File: src/rtl/clcg_pkg.sv
// Shared constants and types for the combined congruential generator with shuffle table.
`default_nettype none

package clcg_pkg;

  localparam int TABLE_DEPTH = 32;
  localparam int IDX_W       = $clog2(TABLE_DEPTH);
  localparam int CNT_W       = $clog2(TABLE_DEPTH + 8);
  localparam int QW          = IDX_W + 2;

  // Generator moduli, multipliers and folding constants (2^31 - modulus)
  localparam logic [30:0] MOD1    = 31'd2147483563;
  localparam logic [30:0] MOD2    = 31'd2147483399;
  localparam logic [15:0] MUL1    = 16'd40014;
  localparam logic [15:0] MUL2    = 16'd40692;
  localparam logic [7:0]  FOLD1   = 8'd85;
  localparam logic [7:0]  FOLD2   = 8'd249;
  localparam logic [30:0] TOP_DEV = 31'd2147483562;
  localparam logic [30:0] GEN2_RST = 31'd123456789;

  // Bucket width of the shuffle index and a reciprocal for dividing by it
  localparam longint BUCKET_L = 64'd1 + 64'd2147483562 / TABLE_DEPTH;
  localparam int     BKT_LOG  = $clog2(BUCKET_L);
  localparam int     KSH      = BKT_LOG + 8;
  localparam longint RECIP_L  = (64'd1 << KSH) / BUCKET_L;
  localparam logic [30:0] BUCKET = 31'(BUCKET_L);
  localparam logic [8:0]  RECIP  = 9'(RECIP_L);

  typedef enum logic [1:0] {
    OP_NEXT   = 2'd0,
    OP_RESEED = 2'd1,
    OP_LOAD   = 2'd2
  } op_t;

  // Request to the shared modular multiplier
  typedef struct packed {
    logic        go;
    logic        gen2;
    logic [30:0] x;
  } mm_req_t;

endpackage

`default_nettype wire

File: src/rtl/combined_lcg_shuffle_rng_top.sv
// Top level: sequencer, generator state and shuffle table of the combined generator.
//
// Usage:
//   Input channel (in_valid / in_stall, in_opcode, in_seed) takes one request;
//   each request yields exactly one deviate on the result channel
//   (out_valid / out_stall, out_deviate), in the range 1..2147483562.
//   Opcode 0 steps, opcode 1 reseeds (warm-up and table load, then a step),
//   opcode 2 loads the first generator and steps (reseeds on seed 0); opcode 3 steps.
//   The shared modular multiplier has two stages; both generator multiplies
//   share it, followed by one table read and one write.
//   A reseed runs TABLE_DEPTH+8 warm-up steps, and every warm-up
//   step waits on the previous multiplier result.
//   in_stall is high from acceptance until the result is registered, so one
//   request is in flight at a time; a new request is taken while a finished
//   result still waits on out_stall.
//   If the receiver stalls, the result holds and a finished step waits in its
//   write-back state until the output register frees.
//   Reset: first generator 1, second 123456789, table reads as zero, previous
//   deviate 0, no result pending.
`default_nettype none

module combined_lcg_shuffle_rng_top
  import clcg_pkg::*;
(
  input  wire logic        clk,
  input  wire logic        rst_n,
  input  wire logic        in_valid,
  output logic             in_stall,
  input  wire logic [1:0]  in_opcode,
  input  wire logic [30:0] in_seed,
  output logic             out_valid,
  input  wire logic        out_stall,
  output logic [30:0]      out_deviate
);

  typedef enum logic [7:0] {
    ST_IDLE    = 8'b0000_0001,
    ST_RS_ISS  = 8'b0000_0010,
    ST_RS_WAIT = 8'b0000_0100,
    ST_RS_TAKE = 8'b0000_1000,
    ST_MUL1    = 8'b0001_0000,
    ST_MUL2    = 8'b0010_0000,
    ST_RD      = 8'b0100_0000,
    ST_WB      = 8'b1000_0000
  } state_t;

  state_t            state_r, state_nxt;
  logic [30:0]       first_r, first_nxt;
  logic [30:0]       second_r, second_nxt;
  logic [30:0]       last_r, last_nxt;
  logic [CNT_W-1:0]  cnt_r, cnt_nxt;
  logic              out_valid_r, out_valid_nxt;
  logic [30:0]       out_dev_r, out_dev_nxt;

  mm_req_t           mm_req;
  logic [30:0]       mm_res;
  logic              bkt_go;
  logic [IDX_W-1:0]  idx;

  logic [30:0]       tbl_r [TABLE_DEPTH];
  logic [TABLE_DEPTH-1:0] tbl_vld_r;
  logic              tbl_we;
  logic [IDX_W-1:0]  tbl_waddr;
  logic [30:0]       tbl_wdata;
  logic              tbl_re;
  logic [30:0]       rd_data_r;
  logic              rd_ok_r;

  logic [30:0]       seed_c;
  logic [30:0]       seed_one;
  logic              reseed_go;
  logic [30:0]       entry;
  logic [31:0]       diff;
  logic [31:0]       y;
  logic              wb_go;

  clcg_mulmod u_mulmod (
    .clk   (clk),
    .rst_n (rst_n),
    .req   (mm_req),
    .res   (mm_res)
  );

  clcg_bucket u_bucket (
    .clk   (clk),
    .go    (bkt_go),
    .value (last_r),
    .idx   (idx)
  );

  assign seed_c    = (in_seed > TOP_DEV) ? TOP_DEV : in_seed;
  assign seed_one  = (seed_c == 31'd0) ? 31'd1 : seed_c;
  assign reseed_go = (in_opcode == OP_RESEED) ||
                     ((in_opcode == OP_LOAD) && (seed_c == 31'd0));

  // Deviate: selected entry minus second generator, wrapped into 1..TOP_DEV
  assign entry = rd_ok_r ? rd_data_r : 31'd0;
  assign diff  = {1'b0, entry} - {1'b0, mm_res};
  assign y     = ($signed(diff) < 32'sd1) ? (diff + {1'b0, TOP_DEV}) : diff;
  assign wb_go = !out_valid_r || !out_stall;

  always_comb begin
    state_nxt     = state_r;
    first_nxt     = first_r;
    second_nxt    = second_r;
    last_nxt      = last_r;
    cnt_nxt       = cnt_r;
    out_valid_nxt = out_valid_r && out_stall;
    out_dev_nxt   = out_dev_r;
    mm_req        = '0;
    bkt_go        = 1'b0;
    tbl_we        = 1'b0;
    tbl_waddr     = idx;
    tbl_wdata     = first_r;
    tbl_re        = 1'b0;
    case (state_r)
      ST_IDLE: begin
        if (in_valid) begin
          if (reseed_go) begin
            first_nxt  = seed_one;
            second_nxt = seed_one;
            cnt_nxt    = CNT_W'(TABLE_DEPTH + 7);
            state_nxt  = ST_RS_ISS;
          end else begin
            if (in_opcode == OP_LOAD) begin
              first_nxt = seed_c;
            end
            state_nxt = ST_MUL1;
          end
        end
      end
      ST_RS_ISS: begin
        mm_req.go   = 1'b1;
        mm_req.gen2 = 1'b0;
        mm_req.x    = first_r;
        state_nxt   = ST_RS_WAIT;
      end
      ST_RS_WAIT: begin
        state_nxt = ST_RS_TAKE;
      end
      ST_RS_TAKE: begin
        first_nxt = mm_res;
        // The last TABLE_DEPTH warm-up values fill the table top down
        if (cnt_r < CNT_W'(TABLE_DEPTH)) begin
          tbl_we    = 1'b1;
          tbl_waddr = cnt_r[IDX_W-1:0];
          tbl_wdata = mm_res;
        end
        if (cnt_r == '0) begin
          last_nxt  = mm_res;
          state_nxt = ST_MUL1;
        end else begin
          cnt_nxt     = cnt_r - CNT_W'(1);
          mm_req.go   = 1'b1;
          mm_req.gen2 = 1'b0;
          mm_req.x    = mm_res;
          state_nxt   = ST_RS_WAIT;
        end
      end
      ST_MUL1: begin
        mm_req.go   = 1'b1;
        mm_req.gen2 = 1'b0;
        mm_req.x    = first_r;
        bkt_go      = 1'b1;
        state_nxt   = ST_MUL2;
      end
      ST_MUL2: begin
        mm_req.go   = 1'b1;
        mm_req.gen2 = 1'b1;
        mm_req.x    = second_r;
        state_nxt   = ST_RD;
      end
      ST_RD: begin
        first_nxt = mm_res;
        tbl_re    = 1'b1;
        state_nxt = ST_WB;
      end
      ST_WB: begin
        // Hold here while the previous result still waits
        if (wb_go) begin
          second_nxt    = mm_res;
          tbl_we        = 1'b1;
          tbl_waddr     = idx;
          tbl_wdata     = first_r;
          last_nxt      = y[30:0];
          out_valid_nxt = 1'b1;
          out_dev_nxt   = y[30:0];
          state_nxt     = ST_IDLE;
        end
      end
      default: begin
        state_nxt = ST_IDLE;
      end
    endcase
  end

  always_ff @(posedge clk) begin
    if (!rst_n) begin
      state_r     <= ST_IDLE;
      first_r     <= 31'd1;
      second_r    <= GEN2_RST;
      last_r      <= 31'd0;
      cnt_r       <= '0;
      out_valid_r <= 1'b0;
    end else begin
      state_r     <= state_nxt;
      first_r     <= first_nxt;
      second_r    <= second_nxt;
      last_r      <= last_nxt;
      cnt_r       <= cnt_nxt;
      out_valid_r <= out_valid_nxt;
    end
  end

  always_ff @(posedge clk) begin
    out_dev_r <= out_dev_nxt;
  end

  // Shuffle table: one write port, one registered read port
  always_ff @(posedge clk) begin
    if (tbl_we) begin
      tbl_r[tbl_waddr] <= tbl_wdata;
    end
    if (tbl_re) begin
      rd_data_r <= tbl_r[idx];
    end
  end

  always_ff @(posedge clk) begin
    if (!rst_n) begin
      tbl_vld_r <= '0;
      rd_ok_r   <= 1'b0;
    end else begin
      if (tbl_we) begin
        tbl_vld_r[tbl_waddr] <= 1'b1;
      end
      if (tbl_re) begin
        rd_ok_r <= tbl_vld_r[idx];
      end
    end
  end

  assign in_stall    = (state_r != ST_IDLE);
  assign out_valid   = out_valid_r;
  assign out_deviate = out_dev_r;

endmodule

`default_nettype wire

File: src/rtl/clcg_mulmod.sv
// Shared two-stage unit computing (multiplier * x) mod modulus for either generator.
`default_nettype none

module clcg_mulmod
  import clcg_pkg::*;
(
  input  wire logic    clk,
  input  wire logic    rst_n,
  input  wire mm_req_t req,
  output logic [30:0]  res
);

  logic [15:0] mul_sel;
  logic [46:0] prod;
  logic [46:0] prod_r;
  logic        gen2_r;
  logic        v1_r;
  logic [30:0] res_r;
  logic [7:0]  fold_c;
  logic [30:0] mod_c;
  logic [23:0] hc;
  logic [31:0] fold;
  logic [31:0] fixed;

  assign mul_sel = req.gen2 ? MUL2 : MUL1;
  assign prod    = {16'b0, req.x} * {31'b0, mul_sel};

  always_ff @(posedge clk) begin
    if (!rst_n) begin
      v1_r <= 1'b0;
    end else begin
      v1_r <= req.go;
    end
  end

  always_ff @(posedge clk) begin
    if (req.go) begin
      prod_r <= prod;
      gen2_r <= req.gen2;
    end
  end

  // Fold the high part back in: 2^31 == fold constant (mod m), then one subtract
  assign fold_c = gen2_r ? FOLD2 : FOLD1;
  assign mod_c  = gen2_r ? MOD2 : MOD1;
  assign hc     = prod_r[46:31] * {8'b0, fold_c};
  assign fold   = {1'b0, prod_r[30:0]} + {8'b0, hc};
  assign fixed  = (fold >= {1'b0, mod_c}) ? (fold - {1'b0, mod_c}) : fold;

  always_ff @(posedge clk) begin
    if (v1_r) begin
      res_r <= fixed[30:0];
    end
  end

  assign res = res_r;

endmodule

`default_nettype wire

File: src/rtl/clcg_bucket.sv
// Shuffle table index: previous deviate divided by the bucket width, saturated.
`default_nettype none

module clcg_bucket
  import clcg_pkg::*;
(
  input  wire logic             clk,
  input  wire logic             go,
  input  wire logic [30:0]      value,
  output logic [IDX_W-1:0]      idx
);

  logic [39:0]         rprod;
  logic [39:0]         rshift;
  logic [QW-1:0]       q0_r;
  logic [30:0]         v_r;
  logic [QW+30:0]      qb;
  logic [QW+30:0]      rem;
  logic [QW-1:0]       q;
  logic [IDX_W-1:0]    idx_r;

  // Estimate is exact or one low
  assign rprod  = {9'b0, value} * {31'b0, RECIP};
  assign rshift = rprod >> KSH;

  always_ff @(posedge clk) begin
    if (go) begin
      q0_r <= rshift[QW-1:0];
      v_r  <= value;
    end
  end

  assign qb  = {31'b0, q0_r} * {{QW{1'b0}}, BUCKET};
  assign rem = {{QW{1'b0}}, v_r} - qb;
  assign q   = (rem >= {{QW{1'b0}}, BUCKET}) ? (q0_r + QW'(1)) : q0_r;

  always_ff @(posedge clk) begin
    if (q >= QW'(TABLE_DEPTH)) begin
      idx_r <= IDX_W'(TABLE_DEPTH - 1);
    end else begin
      idx_r <= q[IDX_W-1:0];
    end
  end

  assign idx = idx_r;

endmodule

`default_nettype wire

File: config.mk
export PLATFORM = sky130hd
export DESIGN_NAME = combined_lcg_shuffle_rng_top
export DESIGN_NICKNAME = d
export VERILOG_FILES = /design/src/rtl/clcg_pkg.sv /design/src/rtl/combined_lcg_shuffle_rng_top.sv /design/src/rtl/clcg_mulmod.sv /design/src/rtl/clcg_bucket.sv
export SDC_FILE = /design/constraint.sdc
export NUM_CORES = 2
export LEC_CHECK = 0
export BUFFER_PORTS_ARGS = -buffer_cell sky130_fd_sc_hd__buf_2
export CAP_MARGIN = 0
export CORE_UTILIZATION = 55
export CTS_CLUSTER_DIAMETER = 50
export DETAILED_ROUTE_END_ITERATION = 7
export PLACE_DENSITY = 0.74
export SYNTH_ARGS = -nofsm -noshare
export SYNTH_HDL_FRONTEND = slang
export SYNTH_SLANG_ARGS = --single-unit
export TNS_END_PERCENT = 1
File: constraint.sdc
create_clock -name clk -period 8.6 [get_ports clk]
set_input_delay 1.72 -clock clk [delete_from_list [all_inputs] [get_ports clk]]
set_output_delay 1.72 -clock clk [all_outputs]
set_load 0.02 [all_outputs]
==> Word level (Yosys, flattened, before mapping) <==
Memory sizes are Yosys's and may differ from the RTL's. A register that Yosys moved wholly into a read port is not among the register bits.
Cells that the tools add are included.
W data, S select, Z words.
{ "op_classes": {"addsub": 7, "multipliers": 3, "n_lt_le_gt_ge": 9, "eq_ne": 17, "n_mux": 48, "bitwise_logic": 1, "reduce_logical": 21} }
{ "ops": {"columns": ["op", "count"], "rows": [
  ["$mux W31", 15],
  ["$pmux W31 S2", 3],
  ["$pmux W33 S3", 1],
  ["$pmux W8 S8", 1],
  ["$mul A31 B16 Y47", 1],
  ["$ge A38 B26 Y1 const B", 1],
  ["$sub A31 B33 Y34", 1],
  ["$mux W33", 1],
  ["$add A31 B24 Y32", 1],
  ["$ge A32 B31 Y1", 1],
  ["$lt A32 B2 Y1 const B", 1],
  ["$mux W8", 4],
  ["$or A32 B32 Y32", 1],
  ["$sub A31 B31 Y32", 1],
  ["$add A31 B31 Y31 const B", 1],
  ["$gt A31 B31 Y1 const B", 1],
  ["$logic_not A31 Y1", 1],
  ["$sub A31 B31 Y31", 1],
  ["$mul A5 B25 Y30 const B", 1],
  ["$mul A16 B8 Y24", 1],
  ["$mux W5", 4],
  ["$mux W6", 3],
  ["$lt A5 B6 Y1 const B", 2],
  ["$pmux W6 S2", 1],
  ["other kinds (33)", 57]
]} }
{ "totals": {"reg_bits": 293, "ramBits": 992, "in_bits": 37, "output_inout_bits": 33, "wordCells": 123, "memories": 1} }
{ "mem_list": {"columns": ["name", "words", "word_bits", "read_ports", "rd_clocked_by_memory_dff", "write_ports", "line_no", "source"], "rows": [
  ["tbl_r", 32, 31, 1, 1, 1, "combined_lcg_shuffle_rng_top.sv:60", "logic [30:0] tbl_r [TABLE_DEPTH];"]
]} }

==> Logic depth before layout (Yosys ltp) <==
{ "depth": {"word_depth": 8, "depth_mapped": 34, "mapped_depth_nobuf": 32} }

==> By module <==
A second synthesis with hierarchy kept.
{ "hier_totals": {"hier_cells": 5313, "hier_area_um2": 73583.1} }
{ "by_module_without_submodules": {"columns": ["module", "instances", "cells_per_inst", "area_each_um2", "seq_area_each_um2"], "rows": [
  ["combined_lcg_shuffle_rng_top", 1, 2905, 50085.5, 34473.1],
  ["clcg_mulmod", 1, 1945, 19293.5, 2362.3],
  ["clcg_bucket", 1, 463, 4204.0, 1001.0]
]} }

==> Worst setup path before layout <==
No wires, ideal clock.
{ "synth_timing": {"kind": "flip-flop to flip-flop", "start": "register state_r[1]", "end": "register u_mulmod.prod_r[44], data pin", "setup_ps": 258, "arrival_time_ps": 8149, "required_ps": 8342, "path_slack_ps": 192, "path_stages_with_launch": 30, "n_path_buf": 1, "period_less_slack_ps": 8408, "path_cell_list": "dfxtp_1 nor4_1 nand2_1 nor3b_1 o21ai_0 clkbuf_1 o21ai_0 nor2_1 inv_1 fa_1 fa_1 inv_1 fa_1 inv_1 fa_1 fa_1 fa_1 ha_1 a21o_1 a21o_1 a2111oi_0 a211oi_1 and4_1 o21ai_0 nand2_1 o221ai_1 o21ai_0 a21o_1 a21oi_1 xnor2_1"} }
{ "synth_via": {"elab_chain_len": 5, "elab_cells_between_ends": 8, "classes_between": "mul: 1; eq/ne: 4; mux: 2; reduce/logical: 1"} }
{ "synth_rtl": {"columns": ["item", "line_no", "source"], "rows": [
  ["start, declared", "combined_lcg_shuffle_rng_top.sv:47", "state_t state_r, state_nxt;"],
  ["start signal, assigned", "combined_lcg_shuffle_rng_top.sv:206", "state_r <= state_nxt;"],
  ["$eq A8 B5 Y1 / $eq A8 B2 Y1 (equally long branches)", "combined_lcg_shuffle_rng_top.sv:116", "case (state_r)"],
  ["$reduce_or A2 Y1 (no source line)", null, null],
  ["$pmux W33 S3 (*)", "combined_lcg_shuffle_rng_top.sv:116", null],
  ["$mux W10", "clcg_mulmod.sv:25", "assign mul_sel = req.gen2 ? MUL2 : MUL1;"],
  ["$mul A31 B16 Y47 (*)", "clcg_mulmod.sv:26", "assign prod = {16'b0, req.x} * {31'b0, mul_sel};"],
  ["named net u_mulmod.prod[44]", "clcg_mulmod.sv:14", "logic [46:0] prod;"],
  ["end signal, assigned", "clcg_mulmod.sv:38", "prod_r <= prod;"],
  ["end, declared", "clcg_mulmod.sv:15", "logic [46:0] prod_r;"]
]} }
Mark *: on every way through the listed nets, which the timed path passes. The rest lies on a longest branch.
A chain may end at the register's enable or synchronous reset.

==> Worst setup path after layout <==
{ "layout_timing": {"start": "register cnt_r[0]", "end": "register u_mulmod.prod_r[43], data pin"} }
{ "layout_via": {"elab_chain_len": 4} }
{ "layout_rtl": {"columns": ["item", "line_no", "source"], "rows": [
  ["start, declared", "combined_lcg_shuffle_rng_top.sv:51", "logic [CNT_W-1:0] cnt_r, cnt_nxt;"],
  ["start signal, assigned", "combined_lcg_shuffle_rng_top.sv:210", "cnt_r <= cnt_nxt;"],
  ["$logic_not A6 Y1", "combined_lcg_shuffle_rng_top.sv:149", "if (cnt_r == '0) begin"],
  ["$mux W33", "combined_lcg_shuffle_rng_top.sv:149", null],
  ["$pmux W33 S3", "combined_lcg_shuffle_rng_top.sv:116", null],
  ["$mul A31 B16 Y47", "clcg_mulmod.sv:26", null],
  ["named net u_mulmod.prod[43]", "clcg_mulmod.sv:14", null]
]} }
The timed path passes the listed nets, and every way through them passes these cells.

==> impl_metrics.yaml <==
outcome:
  status: "finished, final reports clean"
synthesis:
  ys_warn_count: 0
  ys_async_sr_fraction: 0
  synth_compound_area_frac: 0.0690
  synth_top_family_by_area: "adder cells"
  synth.area.mux_share: 0.109
  syn-num-nets: 5931
  netlist_area_um2: 72100
  yosys.area_share.adder: 0.168
  synthSimpleGateAreaFrac: 0.0704
  ys_ff_latch: 1308
  synth_edf_count: 1162
  yosysSeqAreaShare: 0.525
  synth_xor_xnor_area_share: 0.0168
  synth_cell_types: 101
  ys.flop_type: "edfxtp_1"
  syn_inst: 5162
  avgSynthCellArea_um2: 14.0
clock_tree:
  cts_buffer_depth: 3
  ctsHtreeMaxLevel: 4
  cts_buffers: 138
  clk_pin_slew_ns: 0.06
  hold_buffers: 0
  clock-sinks: 1308
  clockRootBuffer: "clkbuf_16"
  insertion_delay_ns: 0.80
  post_cts_buffers: 0
  cts_tree: "built"
routing:
  drtAntennaViolNets: 0
  totalWireLength_mm: 202
  drt_iter0_markers: 5515
  num_vias: 44900
  drt-wirelength-per-cell_um: 28.2
  first_pass_iters: 6
  vias_per_cell: 6.26
  route.detailed.drc: 0
placed_design:
  dp_hpwl_mm: 130
  io_buffers: 69
  gp_congestion: 0.999
  place_inst: 6915
  placed_area_um2: 75300
timing:
  maxSlewViolCount: 0
  finalHoldViolCount: 0
  finClkSkew_ns: 0.0476
  period_share: 0.955
  whs_ns: 0.430
  period_needed_ns: 8.21
  rsz0062_at_grt: "true"
  clock.fmax_ghz: 0.122
  finalSetupViolCount: 0
  relSlewSlack: 0.0319
  tightest_slew_ns: 1.45
critical_path:
  cp_slowest_stage_delay_ns: 0.52
  path_common_cell: "fa_1"
  start_kind: "flip-flop"
  cp-startpoint: "cnt_r[0]"
  crit_fanout: 7
  r2r-start: "cnt_r[0]"
  path_class: "reg2reg"
  critPathArrivalTime_ns: 8.73
  critPathSlowestCell: "fa_1"
  end_kind: "flip-flop"
  crit_family: "adder cells"
  cp_num_buf_inv: 5
  worst_ep_required_time_ns: 9.12
pwr:
  max-vdd-ir-drop_mv: 0.218
  total_leakage_power_uw: 0.0315
  p_per_area_nw_per_um2: 238
  fin_total_pwr_uw: 19000
cells_and_area:
  synthToLayoutAreaGrowth_pct: 11.0
  final_nets: 6082
  fin_area_um2: 80000
  layout-drive-gt1-share: 0.167
  final_core_util: 0.616
  final_cells: 7174
floorplanning:
  initial_utilization: 0.555
  core_area_um2: 130000
  die_h_um: 364
  die_area_um2: 132000
  fp.dieW_um: 364
  rows: 132
  ios: 70
global_route:
  grt_usage: 0.310
  grt_pass1_vias: 45300
  grt-ovfl-total: 0
  grt_pass1_wl_mm: 297
  antenna_found_initial: 8
  grt_max_degree: 119
hold_path:
  hold_path_class: "reg2reg"
  hold_path_startpoint: "last_r[1]"
run:
  drv_cap: 0
==> synthesized netlist by cell type, drive strengths merged (51+ instances only) <==
| cell | count | area, um2 |
|---|---|---|
| xor2 | 51 | 447 |
| clkbuf | 160 | 601 |
| nor3 | 65 | 345 |
| o211ai | 67 | 508 |
| ha | 338 | 4230 |
| edfxtp | 1162 | 34900 |
| a21oi | 148 | 744 |
| o21ai | 217 | 1100 |
| and2 | 83 | 522 |
| nor2 | 320 | 1200 |
| nand3 | 55 | 280 |
| fa | 394 | 7890 |
| nand2 | 299 | 1120 |
| dfxtp | 146 | 2920 |
| mux4 | 320 | 7210 |
| xnor2 | 86 | 761 |
| a21o | 68 | 512 |
| inv | 601 | 2260 |
==> layer usage <==
layer / part of all wire / vias up / GRT usage
li1: - / 19200 / -
met1: 0.38 / 22800 / 0.411
met2: 0.48 / 2386 / 0.499
met3: 0.087 / 492 / 0.0566
met4: 0.049 / 6 / 0.146
met5: 0.00017 / - / 0
==> logic make-up after synthesis <==
logic type | count (synthesis)
flops | 1308
simple gates | 1053
buf+inv | 798
compound gates | 753
fa+ha+maj | 732
mux | 380
xor+xnor | 137
other cells | 1
==> stage by stage <==
step,setup TNS [ns],worst slack (ns)
floorplan,0,0.192
global placement,0,0.115
detailed placement,0,0.00805
CTS,0,0.102
global route,-0.00654,-0.00654
finish,0,0.385
==> worst paths after layout <==
path | slack [ns] | end | cells after the start
max | 0.39 | u_mulmod.prod_r[43] | 30
min | 0.43 | u_bucket.v_r[1] | 0
max reg2reg | 0.39 | u_mulmod.prod_r[43] | 30
min reg2reg | 0.43 | u_bucket.v_r[1] | 0
==> power by group <==
part,total (uW),switching [uW],internal (uW)
clock network,6000,2610,3390
registers,7410,138,7270
logic,5630,3530,2100
==> registers in the layout, summed over array words and instances, names as in the netlist <==
register and count:
second_r 31, out_valid 1, rd_ok_r 1, u_bucket.idx 5
tbl_vld_r 32, rd_data_r 31, state_r 8, u_mulmod.gen2_r 1
last_r 30, u_bucket.v_r 30, cnt_r 6, u_mulmod.v1_r 1
u_mulmod.res 31, first_r 31, u_mulmod.prod_r 46, out_deviate 31
tbl_r 992
==> timing repair <==
action,in CTS,in global routing
resized for setup,1,19
endpoints found under the setup margin,1,12
cloned,0,0
==> cell usage in the layout (no fill, tap or decap), types with 69 or more instances in the layout <==
cell type / instances
nand2_1: 298
xnor2_1: 85
buf_2: 69
buf_4: 133
o21ai_0: 159
ha_1: 337
dfxtp_1: 141
mux4_2: 320
inv_1: 600
fa_1: 394
a21oi_1: 147
nor2_1: 282
and2_1: 82
clkbuf_16: 140
edfxtp_1: 1162
==> layout make-up <==
type / count / area [um2]
clock buffer: 176 / 3660
clock inverter: 80 / 922
fill: 9585 / 49800
multi-input combinational: 3056 / 31700
sequential: 1308 / 37800
tap: 1742 / 2180
timing repair buffer: 206 / 1420
inverter: 603 / 2260
antenna: 3 / 7.51
(Power assumes the default switching activity.)
